File: src/aop_pkg.sv
// Shared types, constants and tables of the AIC onset picker.
package aop_pkg;

	localparam int AIC_W    = 32;
	localparam int POS_W    = 6;
	localparam int OUT_TDW  = ((AIC_W + POS_W + 7) / 8) * 8;
	localparam int USER_W   = 2;
	localparam int LOG_FRAC = 24;
	localparam int MANT_W   = 31;
	localparam int LN2_W    = 25;
	localparam logic signed [LN2_W-1:0] LN2_Q24 = 25'sd11629080;
	localparam logic [AIC_W-1:0] AIC_MIN = 32'h8000_0000;

	// log2 of a window count, Q.24, for counts up to 64
	localparam int LOGC_W  = 27;
	localparam int LOGC_N  = 65;
	localparam int LOGC_IW = 7;

	typedef logic [LOGC_W-1:0] logc_tbl_t [LOGC_N];

	// datapath operations, each started by a one-cycle command
	typedef enum logic [2:0] {
		OP_NONE,
		OP_CLEAR,
		OP_ACCUM,
		OP_TERM,
		OP_OUT
	} dp_op_t;

	// score store write source
	typedef enum logic [1:0] {
		WR_ZERO,
		WR_FWD,
		WR_BWD
	} wr_sel_t;

	typedef struct packed {
		dp_op_t  op;
		logic    bwd;
		logic    short_run;
		logic    smp_we;
		logic    smp_re;
		logic    scr_we;
		logic    scr_re;
		wr_sel_t wsel;
	} dp_cmd_t;

	typedef struct packed {
		logic done;
		logic zero;
	} dp_stat_t;

	// Build the count log table with the same square-and-compare recurrence as the datapath
	function automatic logc_tbl_t make_logc_tbl();
		logc_tbl_t          t;
		logic [63:0]        m;
		logic [LOG_FRAC-1:0] frac;
		int                 k;
		t[0] = '0;
		for (int c = 1; c < LOGC_N; c++) begin
			k = 0;
			for (int v = c; v > 1; v = v >> 1) begin
				k++;
			end
			m = 64'(c) << (30 - k);
			frac = '0;
			for (int b = 0; b < LOG_FRAC; b++) begin
				m = (m * m) >> 30;
				frac = {frac[LOG_FRAC-2:0], 1'b0};
				if (m[31]) begin
					m = m >> 1;
					frac[0] = 1'b1;
				end
			end
			t[c] = LOGC_W'(k * (1 << LOG_FRAC) + int'(frac));
		end
		return t;
	endfunction

	localparam logc_tbl_t LOGC_TBL = make_logc_tbl();

endpackage

File: src/aop_ctrl.sv
// Controller: trace collection, forward and backward passes, score emission.
module aop_ctrl import aop_pkg::*; #(
	parameter int MAX_SAMPLES = 64
) (
	input  logic                           clk,
	input  logic                           arst_n,
	input  logic                           s_tvalid,
	output logic                           s_tready,
	input  logic                           s_tlast,
	output logic                           m_tvalid,
	input  logic                           m_tready,
	output logic [$clog2(MAX_SAMPLES)-1:0] position,
	output logic                           run_end,
	output logic                           trunc,
	output dp_cmd_t                        cmd,
	output logic [$clog2(MAX_SAMPLES)-1:0] smp_addr,
	output logic [$clog2(MAX_SAMPLES)-1:0] scr_addr,
	input  dp_stat_t                       stat
);

	localparam int CNTW = $clog2(MAX_SAMPLES + 1);
	localparam int IDXW = $clog2(MAX_SAMPLES);

	typedef enum logic [4:0] {
		ST_COLLECT,
		ST_START,
		ST_F_RD,
		ST_F_ACC,
		ST_F_AW,
		ST_F_TERM,
		ST_F_TW,
		ST_F_WR,
		ST_B_INIT,
		ST_B_RD,
		ST_B_ACC,
		ST_B_AW,
		ST_B_TERM,
		ST_B_TW,
		ST_B_WR,
		ST_OUT_RD,
		ST_OUT_GO,
		ST_OUT_W,
		ST_OUT_SEND
	} state_t;

	state_t          state_q;
	logic [CNTW-1:0] fill_q;
	logic [CNTW-1:0] n_q;
	logic [IDXW-1:0] p_q;
	logic [IDXW-1:0] qi_q;
	logic            ovf_q;
	logic            m_valid_q;

	logic            room;
	logic            beat_in;
	logic            short_run;
	logic [IDXW-1:0] n_m1;
	logic [IDXW-1:0] n_m2;

	assign room      = fill_q < CNTW'(MAX_SAMPLES);
	assign beat_in   = s_tvalid && s_tready;
	assign short_run = n_q <= CNTW'(2);
	assign n_m1      = IDXW'(n_q - CNTW'(1));
	assign n_m2      = IDXW'(n_q - CNTW'(2));

	// decode commands and addresses from the state
	always_comb begin
		cmd           = '0;
		cmd.op        = OP_NONE;
		cmd.wsel      = WR_ZERO;
		cmd.short_run = short_run;
		smp_addr      = p_q;
		scr_addr      = p_q;
		unique case (state_q)
			ST_COLLECT: begin
				smp_addr   = fill_q[IDXW-1:0];
				cmd.smp_we = beat_in && room;
			end
			ST_START:  cmd.op = OP_CLEAR;
			ST_F_RD:   cmd.smp_re = 1'b1;
			ST_F_ACC:  cmd.op = OP_ACCUM;
			ST_F_TERM: cmd.op = OP_TERM;
			ST_F_WR: begin
				cmd.scr_we = 1'b1;
				cmd.wsel   = (p_q == '0) ? WR_ZERO : WR_FWD;
			end
			ST_B_INIT: cmd.op = OP_CLEAR;
			ST_B_RD: begin
				cmd.smp_re = 1'b1;
				cmd.scr_re = 1'b1;
				scr_addr   = p_q - IDXW'(1);
			end
			ST_B_ACC: cmd.op = OP_ACCUM;
			ST_B_TERM: begin
				cmd.op  = OP_TERM;
				cmd.bwd = 1'b1;
			end
			ST_B_WR: begin
				cmd.scr_we = 1'b1;
				cmd.wsel   = WR_BWD;
				scr_addr   = p_q - IDXW'(1);
			end
			ST_OUT_RD: begin
				cmd.scr_re = 1'b1;
				scr_addr   = (qi_q > n_m2) ? n_m2 : qi_q;
			end
			ST_OUT_GO: cmd.op = OP_OUT;
			default: ;
		endcase
	end

	// sequence the trace through collection, both passes and emission
	always_ff @(posedge clk or negedge arst_n) begin
		if (!arst_n) begin
			state_q   <= ST_COLLECT;
			fill_q    <= '0;
			n_q       <= '0;
			p_q       <= '0;
			qi_q      <= '0;
			ovf_q     <= 1'b0;
			m_valid_q <= 1'b0;
		end else begin
			unique case (state_q)
				ST_COLLECT: begin
					if (beat_in) begin
						if (room) begin
							fill_q <= fill_q + CNTW'(1);
						end else begin
							ovf_q <= 1'b1;
						end
						if (s_tlast) begin
							n_q     <= room ? fill_q + CNTW'(1) : fill_q;
							state_q <= ST_START;
						end
					end
				end
				ST_START: begin
					p_q     <= '0;
					qi_q    <= '0;
					state_q <= short_run ? ST_OUT_RD : ST_F_RD;
				end
				ST_F_RD:   state_q <= ST_F_ACC;
				ST_F_ACC:  state_q <= ST_F_AW;
				ST_F_AW: begin
					if (stat.done) begin
						state_q <= (p_q == '0) ? ST_F_WR : ST_F_TERM;
					end
				end
				ST_F_TERM: state_q <= ST_F_TW;
				ST_F_TW: begin
					if (stat.done) begin
						state_q <= ST_F_WR;
					end
				end
				ST_F_WR: begin
					if (p_q == n_m2) begin
						p_q     <= n_m1;
						state_q <= ST_B_INIT;
					end else begin
						p_q     <= p_q + IDXW'(1);
						state_q <= ST_F_RD;
					end
				end
				ST_B_INIT: state_q <= ST_B_RD;
				ST_B_RD:   state_q <= ST_B_ACC;
				ST_B_ACC:  state_q <= ST_B_AW;
				ST_B_AW: begin
					if (stat.done) begin
						if (p_q == n_m1) begin
							p_q     <= n_m2;
							state_q <= ST_B_RD;
						end else begin
							state_q <= ST_B_TERM;
						end
					end
				end
				ST_B_TERM: state_q <= ST_B_TW;
				ST_B_TW: begin
					if (stat.done) begin
						state_q <= ST_B_WR;
					end
				end
				ST_B_WR: begin
					if (p_q == IDXW'(1)) begin
						qi_q    <= '0;
						state_q <= ST_OUT_RD;
					end else begin
						p_q     <= p_q - IDXW'(1);
						state_q <= ST_B_RD;
					end
				end
				ST_OUT_RD: state_q <= ST_OUT_GO;
				ST_OUT_GO: state_q <= ST_OUT_W;
				ST_OUT_W: begin
					if (stat.done) begin
						m_valid_q <= 1'b1;
						state_q   <= ST_OUT_SEND;
					end
				end
				ST_OUT_SEND: begin
					if (m_tready) begin
						m_valid_q <= 1'b0;
						if (qi_q == n_m1) begin
							fill_q  <= '0;
							ovf_q   <= 1'b0;
							state_q <= ST_COLLECT;
						end else begin
							qi_q    <= qi_q + IDXW'(1);
							state_q <= ST_OUT_RD;
						end
					end
				end
				default: state_q <= ST_COLLECT;
			endcase
		end
	end

	assign s_tready = (state_q == ST_COLLECT);
	assign m_tvalid = m_valid_q;
	assign position = qi_q;
	assign run_end  = (qi_q == n_m1);
	assign trunc    = ovf_q;

endmodule

File: config.mk
export PLATFORM = sky130hd
export DESIGN_NAME = aop_ctrl
export DESIGN_NICKNAME = d
export VERILOG_FILES = /design/src/aop_pkg.sv /design/src/aop_ctrl.sv
export SDC_FILE = /design/constraint.sdc
export NUM_CORES = 1
export LEC_CHECK = 0
export BUFFER_PORTS_ARGS = -buffer_cell sky130_fd_sc_hd__buf_4
export CORE_MARGIN = 8
export CORE_UTILIZATION = 45
export CTS_CLUSTER_DIAMETER = 60
export CTS_CLUSTER_SIZE = 10
export DETAILED_ROUTE_END_ITERATION = 10
export PLACE_DENSITY = 0.63
export SLEW_MARGIN = 30
export SYNTH_ARGS = -nofsm -noshare
export SYNTH_HDL_FRONTEND = slang
export SYNTH_SLANG_ARGS = --single-unit
File: constraint.sdc
create_clock -name clk -period 5.8 [get_ports clk]
set_input_delay 1.16 -clock clk [delete_from_list [all_inputs] [get_ports clk]]
set_output_delay 1.16 -clock clk [all_outputs]
set_load 0.01 [all_outputs]
# Word-level counts from Yosys, hierarchy flattened
# Index checks and enable logic that the tools add are counted.
# op_classes
addsub	6
n_lt_le_gt_ge	3
eq_ne	36
n_reduce_logical	22
mux	48
# ops
op	count
one-hot mux 5 bit (19 select lines)	1
2-to-1 mux 6 bit	9
equality test 5 x 4 -> 1 bit (second input constant)	8
2-to-1 mux 5 bit	8
2-to-1 mux 7 bit	4
inequality test 2 bit (second input constant)	12
one-hot mux 6 bit (4 select lines)	1
equality test 5 x 3 -> 1 bit (second input constant)	4
equality test 6 bit	3
one-hot mux 6 bit (3 select lines)	1
equality test 5 bit (second input constant)	3
one-hot mux 7 bit (2 select lines)	1
OR reduction 2 bit	7
adder 6 x 1 -> 6 bit (second input constant)	2
2-to-1 mux 1 bit	12
2-to-1 mux 4 bit	3
one-hot mux 3 bit (4 select lines)	1
one-hot mux 6 bit (2 select lines)	1
AND reduction 4 bit	3
subtractor 6 x 1 -> 6 bit (second input constant)	2
equality test 5 x 2 -> 1 bit (second input constant)	2
AND reduction 8 bit	1
adder 7 x 1 -> 7 bit (second input constant)	1
less-or-equal comparator 7 x 2 -> 1 bit (second input constant)	1
other kinds (18)	24
# totals
reg_bits	33
in_bits	7

# Logic depth before layout (Yosys ltp)
# depth
word_depth	5
depth_mapped	11
mapped_depth_nobuf	10

# Worst setup path after synthesis
# OpenSTA, ideal clock, no wires.
# synth_path
path_kind	reg-to-output
startpoint	reg n_q[2]
endpoint	out scr_addr[3]
stages_incl_launch_ff	12
slack_ps	1850
arrival_ps	2790
cell_sequence	dfrtp_1 buf_2 inv_1 ha_1 nor3b_1 xnor2_1 ha_1 nand4_1 o22ai_1 a21oi_1 mux2_2 o221ai_1
# synth_between
elab_chain_len	4
# synth_rtl
item	line_no	source
start, declared	aop_ctrl.sv:48	logic [CNTW-1:0] n_q;
start signal, assigned	aop_ctrl.sv:132	n_q <= room ? fill_q + CNTW'(1) : fill_q;
subtractor 6 x 2 -> 6 bit *	aop_ctrl.sv:64	assign n_m2 = IDXW'(n_q - CNTW'(2));
greater-than comparator 6 bit	aop_ctrl.sv:105	scr_addr = (qi_q > n_m2) ? n_m2 : qi_q;
2-to-1 mux 6 bit *	aop_ctrl.sv:105	
one-hot mux 6 bit (2 select lines) *	aop_ctrl.sv:74	unique case (state_q)
end, declared	aop_ctrl.sv:17	output logic [$clog2(MAX_SAMPLES)-1:0] scr_addr,
# Mark *: on every way between the ends. The rest lies on a longest branch, timed or not.

# Final worst setup path
# layout_path
startpoint	reg n_q[1]
endpoint	out scr_addr[3]
# Same word-level chain as after synthesis.

==> flow_metrics.tcl <==
set metrics [dict create \
    status "finished clean" \
    peakVddDrop_uv 241 \
    finalCritPeriodShare_pct 81.2 \
    leakage_nw 1.55 \
    ios 40 \
    clockBufferDepth 2 \
    die_w_um 100 \
    hold_violations 0 \
    synthArstFlopShare_pct 100 \
    start_kind "register" \
    place_congestion 0.857 \
    first_iter_violations 198 \
    grt_setup_unrepaired "no" \
    yosys_warnings 0 \
    fin_total_pwr_w 0.00173 \
    worst_ep_required_time_ps 4640 \
    dpl.hpwl_um 6630 \
    path_common_cell "ha_1" \
    dieArea_mm2 0.0100 \
    cts_resized 0 \
    cts_num_sinks 33 \
    grt_pass1_wl_um 15000 \
    maxSlewViolCount 0 \
    synth_seq_area_share_pct 25.9 \
    final_nets 436 \
    insertion_delay_ps 300 \
    synth-seq-cells 33 \
    layout_min_cycle_time_ps 4710 \
    post-cts-setup-buffers 0 \
    wl_per_cell_um 17.8 \
    cts_hold_buf 0 \
    grt_max_degree 34 \
    crit_path_end_kind "output port" \
    crit_fanout 7 \
    syn_area_per_cell_um2 8.04 \
    critical_path_class "reg -> out" \
    max_cap_violations 0 \
    die_h_um 100 \
    syn_nets 419 \
    initial_core_util_pct 46.6 \
    num_vias 3013 \
    synth-edff-count 0 \
    grt_antenna_before_repair 0 \
    first_pass_iters 5 \
    area_delta_synth_final_pct 11.5 \
    hp-class "reg -> reg" \
    grt_pass1_vias 2885 \
    synth.distinct_cells 59 \
    whs_ps 502 \
    coreArea_mm2 0.00683 \
    crit_chain "inv_1, ha_1, nor3b_1, xnor2_1, ha_1, nand4_1, o22ai_1, a21oi_1, mux2_2, o221ai_1, buf_4" \
    max_freq_ghz 0.212 \
    setup_tns_ps 0 \
    worst_pin_slew_ps 753 \
    finClkSkew_ps 5.99 \
    path_clk_slew_ps 70 \
    critical_path.max_stage_delay_ps 520 \
    final_antenna_net_count 0 \
    cts.htree.levels 2 \
    grt_overflow 0 \
    antenna_cells 0 \
    syn-cell-area_mm2 0.00319 \
    layout-drive-gt1-share_pct 14.5 \
    critPathSlowestCell "a21oi_1" \
    wl_um 9090 \
    rows 30 \
    route.detailed.drc 0 \
    numCtsBuffers 5 \
    synth_cells 396 \
    cts_tree "done" \
    root_buffer "clkbuf_8" \
    track_usage_pct 18.8 \
    drt-vias-per-instance 5.91 \
    p_per_area_mw_per_mm2 486 \
    synthFlopType "dfrtp_1" \
    finalSetupViolCount 0 \
    maxSlewHeadroom_pct 49.8 \
    port_buffers 38 \
    arrival_ps 3550 \
]
-- state kept, by name, indices dropped and copies added, names as in the netlist --
register,cells
n_q,7
fill_q,7
m_tvalid,1
position,6
trunc,1
p_q,6
state_q,5
-- where the power goes --
part	internal, W	total [W]	switching, W	leakage [nW]
combinational	0.000483	0.00108	0.000602	1.07
clock	0.0000834	0.000181	0.0000974	0.0450
sequential	0.000283	0.000462	0.000178	0.433
-- through the flow --
stage               std cells  setup slack [ps]  area (um2)  utilization [%]
global placement          502              1460        3460             50.7
finish                    510              1090        3550             52.0
detailed placement        502              1430        3460             50.7
floorplan                 396              1850        3190                -
CTS                       510              1100        3540             51.9
global route              510               873        3550             52.0
-- logic make-up after synthesis --
kind of cell             share of synthesized area [%]
flip-flops                                        25.9
AO/OA/AOI/OAI                                     23.0
multiplexers                                      4.71
buffers and inverters                             5.89
XOR/XNOR                                          11.2
adder cells (fa/ha/maj)                           6.28
AND/OR/NAND/NOR                                   23.0
-- worst max-delay path: cells and delay by family, from the launching register on --
| family | cells | cell delay, ps |
|---|---|---|
| AO/OA/AOI/OAI | 3 | 780 |
| XOR/XNOR | 1 | 260 |
| adder cells (fa/ha/maj) | 2 | 540 |
| buffers and inverters | 2 | 340 |
| flip-flops | 1 | 490 |
| multiplexers | 1 | 400 |
| AND/OR/NAND/NOR | 2 | 440 |
-- layer usage --
metal | wire (um) | GRT usage [%] | up-vias | part of all wire, %
met2 | 3950 | 27.4 | 104 | 44
met1 | 4350 | 26.1 | 1428 | 48
met5 | 0 | 0 | - | 0
met4 | 143 | 6.40 | 0 | 1.6
li1 | - | - | 1471 | -
met3 | 639 | 4.84 | 10 | 7.0
-- final timing paths --
| kind | startpoint | endpoint | slack [ps] | cells after the start |
|---|---|---|---|---|
| max | n_q[1] | scr_addr[3] | 1090 | 11 |
| min | n_q[6] | n_q[6] | 500 | 2 |
| max reg2reg | n_q[0] | fill_q[0] | 2640 | 9 |
| min reg2reg | n_q[6] | n_q[6] | 500 | 2 |
| max in group asynchronous | arst_n | position[5] | 4680 | 1 |
| min in group asynchronous | arst_n | p_q[0] | 800 | 1 |
-- placed cells by master (no fill, tap or decap), drive strengths merged, types with 3 or more instances in the layout --
cell type	Yosys	routed
mux2i	6	6
a21oi	12	12
and2	6	6
nor2b	9	9
xnor2	19	19
nor3	11	11
nor4	5	5
or3	5	5
xnor3	3	3
dfrtp	33	33
and3	6	6
o221ai	7	7
a31oi	8	8
o211ai	3	3
buf	11	38
nand3	12	12
clkbuf	17	6
a21o	4	4
o22ai	9	9
nand2b	6	6
mux2	8	8
nor2	30	30
ha	16	16
nor3b	5	5
a22o	7	7
nand2	44	44
inv	14	14
o21ai	34	34
xor2	14	14
-- cell usage after synthesis (all sizes together), types with 3 or more instances --
cell / count / area share [%]
o211ai: 3 / 0.71
a22o: 7 / 1.9
buf: 11 / 2.2
o22ai: 9 / 1.8
mux2i: 6 / 1.9
a21o: 4 / 0.94
and3: 6 / 1.2
and2: 6 / 1.2
ha: 16 / 6.3
nand3: 12 / 2.0
nand2b: 6 / 1.2
mux2: 8 / 2.8
xor2: 14 / 3.8
or3: 5 / 0.98
nor2: 30 / 3.5
o221ai: 7 / 1.9
a31oi: 8 / 1.6
nor4: 5 / 0.98
clkbuf: 17 / 2.0
xnor2: 19 / 5.2
nor3: 11 / 1.7
inv: 14 / 1.6
xnor3: 3 / 2.1
nor2b: 9 / 1.8
nand2: 44 / 5.2
a21oi: 12 / 1.9
o21ai: 34 / 5.3
dfrtp: 33 / 26
nor3b: 5 / 1.2
-- area by class of cell --
class,instances,area [um2]
Sequential cell,33,826
Inverter,14,52.6
Timing Repair Buffer,38,285
Fill cell,683,3280
Clock buffer,6,72.6
Multi-Input combinational cell,321,2190
Clock inverter,2,10.0
Tap cell,96,120
(Power assumes the default switching activity.)
